`src/vau_pkg.sv`:
```
// ----------------------------------------------------------------------------
// vau_pkg
// Shared codes, defaults and control types of the 3D vector arithmetic unit.
// ----------------------------------------------------------------------------
package vau_pkg;

	localparam int WORD_BITS_DEF = 32;
	localparam int FRAC_BITS_DEF = 16;

	localparam logic [2:0] ACT_ADD   = 3'd0;
	localparam logic [2:0] ACT_SUB   = 3'd1;
	localparam logic [2:0] ACT_SCALE = 3'd2;
	localparam logic [2:0] ACT_DOT   = 3'd3;
	localparam logic [2:0] ACT_LEN   = 3'd4;
	localparam logic [2:0] ACT_NORM  = 3'd5;

	typedef struct packed {
		logic       valid;
		logic [2:0] act;
		logic       d3;
	} ctrl_t;

endpackage

```
`src/vau_sqrt.sv`:
```
// ----------------------------------------------------------------------------
// vau_sqrt
// Pipelined integer square root, one result bit per stage, W stages.
// Side data travels alongside unchanged.
// ----------------------------------------------------------------------------
module vau_sqrt #(
	parameter int W    = vau_pkg::WORD_BITS_DEF,
	parameter int SB_W = 8
) (
	input  logic                clk,
	input  logic                arst_n,
	input  vau_pkg::ctrl_t      ctrl_i,
	input  logic [2*W-1:0]      rad_i,
	input  logic [SB_W-1:0]     side_i,
	output vau_pkg::ctrl_t      ctrl_o,
	output logic [W-1:0]        root_o,
	output logic [SB_W-1:0]     side_o
);

	vau_pkg::ctrl_t  ctrl_s [0:W];
	logic [2*W-1:0]  rad_s  [0:W];
	logic [W+1:0]    rem_s  [0:W];
	logic [W-1:0]    root_s [0:W];
	logic [SB_W-1:0] side_s [0:W];

	assign ctrl_s[0] = ctrl_i;
	assign rad_s[0]  = rad_i;
	assign rem_s[0]  = '0;
	assign root_s[0] = '0;
	assign side_s[0] = side_i;

	for (genvar k = 0; k < W; k++) begin : g_stage
		logic [W+3:0] rem_n, trial, diff;

		assign rem_n = {rem_s[k], rad_s[k][2*W-1 -: 2]};
		assign trial = {2'b00, root_s[k], 2'b01};
		assign diff  = rem_n - trial;

		always_ff @(posedge clk or negedge arst_n) begin
			if (!arst_n) begin
				ctrl_s[k+1] <= '0;
			end else begin
				ctrl_s[k+1] <= ctrl_s[k];
			end
		end

		always_ff @(posedge clk) begin
			rad_s[k+1]  <= {rad_s[k][2*W-3:0], 2'b00};
			side_s[k+1] <= side_s[k];
			if (rem_n >= trial) begin
				rem_s[k+1]  <= diff[W+1:0];
				root_s[k+1] <= {root_s[k][W-2:0], 1'b1};
			end else begin
				rem_s[k+1]  <= rem_n[W+1:0];
				root_s[k+1] <= {root_s[k][W-2:0], 1'b0};
			end
		end
	end

	assign ctrl_o = ctrl_s[W];
	assign root_o = root_s[W];
	assign side_o = side_s[W];

endmodule

```
`config.mk`:
```
export PLATFORM = sky130hd
export DESIGN_NAME = vau_sqrt
export DESIGN_NICKNAME = d
export VERILOG_FILES = /design/src/vau_pkg.sv /design/src/vau_sqrt.sv
export SDC_FILE = /design/constraint.sdc
export NUM_CORES = 2
export LEC_CHECK = 0
export BUFFER_PORTS_ARGS = -buffer_cell sky130_fd_sc_hd__buf_4
export CORE_UTILIZATION = 45
export CTS_CLUSTER_SIZE = 25
export DETAILED_ROUTE_END_ITERATION = 7
export REMOVE_ABC_BUFFERS = 1
export SLEW_MARGIN = 20
export SYNTH_ARGS = -nofsm -noshare
export SYNTH_HDL_FRONTEND = slang
export SYNTH_SLANG_ARGS = --single-unit
export TNS_END_PERCENT = 100
```
`constraint.sdc`:
```
create_clock -name clk -period 3.9 [get_ports clk]
set_input_delay 0.78 -clock clk [delete_from_list [all_inputs] [get_ports clk]]
set_output_delay 0.78 -clock clk [all_outputs]
set_load 0.02 [all_outputs]
```
## Word-level counts from Yosys, hierarchy flattened

Index checks and enable logic that the tools add are counted.

| cells by class | value |
|---|---|
| multiplexer cells | 63 |
| $lt $le $gt $ge | 32 |
| $add $sub $neg | 31 |

Operator list:

| cell | number |
|---|---|
| 2-to-1 mux 34 bit | 30 |
| >= comparator 36 x 10 -> 1 bit | 1 |
| >= comparator 36 x 11 -> 1 bit | 1 |
| >= comparator 36 x 12 -> 1 bit | 1 |
| >= comparator 36 x 13 -> 1 bit | 1 |
| >= comparator 36 x 14 -> 1 bit | 1 |
| >= comparator 36 x 15 -> 1 bit | 1 |
| >= comparator 36 x 16 -> 1 bit | 1 |
| >= comparator 36 x 17 -> 1 bit | 1 |
| >= comparator 36 x 18 -> 1 bit | 1 |
| >= comparator 36 x 19 -> 1 bit | 1 |
| >= comparator 36 x 20 -> 1 bit | 1 |
| >= comparator 36 x 21 -> 1 bit | 1 |
| >= comparator 36 x 22 -> 1 bit | 1 |
| >= comparator 36 x 23 -> 1 bit | 1 |
| >= comparator 36 x 24 -> 1 bit | 1 |
| >= comparator 36 x 25 -> 1 bit | 1 |
| >= comparator 36 x 26 -> 1 bit | 1 |
| >= comparator 36 x 27 -> 1 bit | 1 |
| >= comparator 36 x 28 -> 1 bit | 1 |
| >= comparator 36 x 29 -> 1 bit | 1 |
| >= comparator 36 x 3 -> 1 bit | 1 |
| >= comparator 36 x 30 -> 1 bit | 1 |
| >= comparator 36 x 31 -> 1 bit | 1 |
| 42 further kinds | 73 |

| word-level totals | value |
|---|---|
| register bits after elaboration | 2959 |
| logic and storage cells | 349 |
| output and inout port bits | 45 |
| bits of input ports | 79 |

## Depth between registers and ports, before layout

| depth | value |
|---|---|
| depth in word-level cells | 2 |
| mapped depth | 15 |
| gate-level depth less buffers | 14 |

## Worst setup path after synthesis

Ideal clock, no wire load.

| timing path | value |
|---|---|
| kind | register to register |
| start point | register root_s (netlist bit g_stage[30].trial[2]) |
| end point | register rem_s (netlist bit g_stage[31].rem_n[27]) |
| setup time | 0.132 ns |
| buffers on the path | 2 |
| period minus slack after synthesis | 3.241 ns |
| setup slack | 0.659 ns |
| required time | 3.768 ns |
| arrival time | 3.109 ns |
| cell stages (with the launch flop) | 15 |
| cell sequence | dfxtp_1 > inv_1 > ha_1 > nor2b_1 > o31a_1 > o311a_1 > nor4_1 > a211oi_1 > a21o_1 > a221oi_1 > o21ai_0 > clkbuf_1 > clkbuf_1 > nor2_1 > a21oi_1 |

| between the ends | value |
|---|---|
| word-level cells in the longest chain between the ends | 2 |
| elaborated cells on any way between the ends | 3 |
| classes of those cells | add/sub (1); order compare (1); mux (1) |

RTL lines:

| what | line | source |
|---|---|---|
| start, declared | vau_sqrt.sv:23 | `logic [W-1:0] root_s [0:W];` |
| start signal, assigned by index | vau_sqrt.sv:52 | `root_s[k+1] <= {root_s[k][W-2:0], 1'b1};` |
| start signal, assigned by index | vau_sqrt.sv:55 | `root_s[k+1] <= {root_s[k][W-2:0], 1'b0};` |
| subtractor 34 x 32 -> 34 bit / >= comparator 36 x 32 -> 1 bit (equally long branches) | vau_sqrt.sv:37, vau_sqrt.sv:50 |  |
| 2-to-1 mux 34 bit (*) | vau_sqrt.sv:50 | `if (rem_n >= trial) begin` |
| end signal, assigned by index | vau_sqrt.sv:51 | `rem_s[k+1] <= diff[W+1:0];` |
| end signal, assigned by index | vau_sqrt.sv:54 | `rem_s[k+1] <= rem_n[W+1:0];` |
| end, declared | vau_sqrt.sv:22 | `logic [W+1:0] rem_s [0:W];` |

Mark *: on every way between the ends. The rest lies on a longest branch, timed or not.
A chain may end at the register's enable or synchronous reset.

## Worst setup path after layout

| timing path | value |
|---|---|
| start point | register root_s (netlist bit g_stage[29].trial[9]) |
| end point | register rem_s (netlist bit g_stage[30].rem_n[4]) |

| between the ends | value |
|---|---|
| word-level cells in the longest chain between the ends | 2 |

RTL lines:

| what | line |
|---|---|
| >= comparator 36 x 31 -> 1 bit | vau_sqrt.sv:50 |
| 2-to-1 mux 34 bit | vau_sqrt.sv:50 |

Every way passes these cells.

==> results.cfg <==
[clock_network]
cts_tree = yes
cts_made_buffers = 311
clockBufferDepth = 4
worstSkewPairLatency_ns = 0.94
cts_sinks = 2925
root_buffer = clkbuf_16
cts_setup_buffers = 0
cts.clk_slew.worst_paths_ns = 0.06
htree_levels = 5

[critical_path]
critPathMaxStageDelay_ns = 0.81
worst_setup_path_end_kind = flop
r2r_cells = 11
slowest_stage = a2111oi_0
required_ns = 4.67
worstReg2RegStart = g_stage[29].trial[9]
rrSetupSlack_ns = 0.18
path_common_cell = buf_4
crit_fanout = 26
path_cells = inv_1, ha_1, a2111oi_0, a211oi_2, nand2b_1, a41o_1, a311o_2, buf_4, buf_4, nor2_1, a21oi_1
reg2reg_to = g_stage[30].rem_n[4]
criticalPathCategory = reg -> reg
cp_num_buf_inv = 3
start_kind = flop
critPathArrivalTime_ns = 4.49
path_delay_family = compound AO/OA/AOI/OAI gates

[floorplanning]
start_util_pct = 45.41
core_area_sq_um = 220200
ios = 124
die_y_um = 473.3
rows = 172
die_area_sq_um = 224100
die_x_um = 473.3

[sta]
max_clock_freq_ghz = 0.2686
max_slew.worst_pin.slew_ns = 0.9009
maxSlewHeadroom_pct = 38.39
hold_slack_ns = 0.2726
setup_viol = 0
min_period_ns = 3.724
fin_worst_skew_ns = 0.07180
hold_violations = 0
drv_slew = 0
finalCritPeriodShare_pct = 95.48

[run_status]
status = finished clean

[global_routing]
grt_pass1_wl_um = 324800
grt-ovfl-total = 0
antenna_found_initial = 2
first_global_vias = 62950
grtUsageTotal_pct = 17.89
grt_max_degree = 83

[final_layout]
areaGrowthSynthToFinish_pct = 15.87
drive_gt1_share_pct = 8.997
fill_cells = 19240
ff_latch_area_sq_um = 59360
multi_input_area_sq_um = 37370
layout.nets = 10370
utilization_pct = 52.61
design_area_sq_um = 115800

[synth]
ys_async_sr_fraction_pct = 5.470
synthCells = 9301
ys_seq_area_share_pct = 59.37
synth-edff-count = 0
synth.avg_cell_area_sq_um = 10.75
synthFlopType = dfxtp_1
ys_ff_latch = 2925
synth_area_leader_cell = dfxtp_1
synth.distinct_cells = 90
ys_top_cells_by_area = dfxtp_1 (55%), ha_1 (7.1%), dfrtp_1 (4.0%)
yosysWarnings = 0
synth_top_area_share_pct = 55.37
synthesis.area_sq_um = 99970

[detailed_routing]
first_pass_iters = 5
first_iter_violations = 3264
wl_per_cell_um = 15.63
antenna_left = 0
vias_per_cell = 4.923
dr_total_vias = 63600
drc = 0
wirelength_um = 201900

[placed_design]
gp_congestion = 0.8798
port_buffers = 123
placed_cell_area_sq_um = 104600
dpl.hpwl_um = 151400

[pwr]
powerDensity_nw_per_um2 = 668.7
ir_drop_uv = 443.7
p_leak_nw = 54.03

[min_path]
worstHoldEndpoint = side_s[196]
min_from = side_s[204]
holdPathStages = 0
hold_class = reg -> reg

[flow_run]
drv_cap = 0
## cells in the mapped netlist, types with 11 or more instances
library cell / number
ha_1: 565
nand3b_1: 24
nor2_1: 597
or2_2: 54
nor3b_1: 13
a21oi_1: 603
xor2_1: 396
dfrtp_1: 160
nand2b_1: 101
xnor2_1: 434
a31oi_1: 54
or4_1: 45
nand4b_1: 11
nand4_1: 92
and3_1: 41
a21o_1: 235
a2111oi_0: 20
dfxtp_1: 2765
a211oi_1: 39
nor4_1: 105
and4_1: 15
o31ai_1: 44
inv_1: 712
nor2b_1: 85
buf_4: 13
nand2_1: 564
or3_1: 88
o21bai_1: 45
clkbuf_1: 141
o211ai_1: 21
a21boi_0: 21
nand3_1: 149
a211o_1: 19
nor3_1: 201
o21ai_0: 412
o21a_1: 105
mux2_2: 100
and2_1: 29
## worst max path at each step
stage / start / endpoint / slack (ns) / depth (start not counted)
2_1_floorplan: g_stage[30].trial[2] / g_stage[31].rem_n[35] / -1.71 / 12
3_3_place_gp: g_stage[28].trial[5] / g_stage[29].rem_n[28] / 0.11 / 12
3_5_place_dp: g_stage[20].trial[4] / g_stage[21].rem_n[31] / -0.01 / 11
4_1_cts: g_stage[28].trial[2] / g_stage[29].rem_n[28] / 0.005 / 13
5_1_grt: g_stage[29].trial[9] / g_stage[30].rem_n[5] / -0.18 / 11
6_report: g_stage[29].trial[9] / g_stage[30].rem_n[4] / 0.18 / 11
## sequential cells by signal (all words and copies together), names as in the netlist
name and flops:
ctrl_o 5, ctrl_s 155, g_stage.rem_n 1051, g_stage.trial 496
rad_s 930, root_o 32, side_o 8, side_s 248
## area by class of cell
cell class                 count  area share (%)
multi-input combinational   5497           32.26
sequential                  2925           51.24
clock buffer                 417           7.624
clock inverter               130           1.366
inverter                     715           2.317
timing repair buffer         275           1.986
tap                         2958           3.195
antenna                        2        0.004321
## stage by stage
stage	setup WS [ns]	power [mW]	instances	TNS, ns
2_1_floorplan	-1.706	45.13	9137	-154.36
3_3_place_gp	0.1117	48.53	12290	0
3_5_place_dp	-0.01123	48.71	12290	-0.01123
4_1_cts	0.005301	78.55	12920	0
5_1_grt	-0.1831	81.48	12920	-1.296
6_report	0.1764	77.46	12920	0
## where the power goes
group	internal, mW	total (mW)	switching (mW)
clock	17.9	29.4	11.5
combinational	4.86	10.6	5.78
sequential	34.3	37.4	3.14
## repair_timing
| action | in CTS | in global routing |
|---|---|---|
| endpoints found under the hold margin | 159 | 0 |
| hold buffers | 78 | 0 |
| endpoints found under the setup margin | 3 | 24 |
| resized for setup | 1 | 4 |
## cell usage in the layout (no fill, tap or decap), types with 24 or more instances in the layout
cell           synthesis  final
o31ai_1               44     44
xor2_1               396    396
clkbuf_8               0     48
clkbuf_1             141     50
o21ai_0              412    410
nor2_1               597    596
nand4_1               92     92
a21o_1               235    235
nor3_1               201    200
and2_1                29     29
o21bai_1              45     45
buf_4                 13    193
dlygate4sd3_1          0     78
nand2b_1             101    101
clkbuf_16              0    319
and3_1                41     41
nor4_1               105    104
clkinv_2               0     56
o21a_1               105    105
dfrtp_1              160    160
a31oi_1               54     53
ha_1                 565    565
nand3b_1              24     24
or4_1                 45     45
or3_1                 88     88
a21oi_1              603    600
dfxtp_1             2765   2765
a211oi_1              39     38
or2_2                 54     54
nor2b_1               85     85
nand2_1              564    564
inv_1                712    712
xnor2_1              434    434
mux2_2               100    100
clkinvlp_4             0     25
nand3_1              149    149
bufinv_16              0     30
## metal layers
| metal | routed length, um | GRT usage, % |
|---|---|---|
| met5 | 0 | 0 |
| met4 | 5156 | 5.810 |
| met3 | 8004 | 2.907 |
| met2 | 99460 | 31.76 |
| met1 | 89300 | 21.91 |
## kinds of logic (layout without fill, tap and decap cells)
| logic type | after synthesis | in the layout | share of synthesized area (%) |
|---|---|---|---|
| buffers and inverters | 879 | 1537 | 3.352 |
| flip-flops | 2925 | 2925 | 59.37 |
| AND/OR/NAND/NOR | 2250 | 2250 | 11.03 |
| XOR/XNOR | 830 | 830 | 7.271 |
| multiplexers | 108 | 108 | 1.206 |
| AO/OA/AOI/OAI | 1743 | 1743 | 10.70 |
| adder cells (fa/ha/maj) | 565 | 565 | 7.071 |
| other | 1 | 3 | 0.003751 |
No activity file was read; power rests on OpenSTA's default activity.
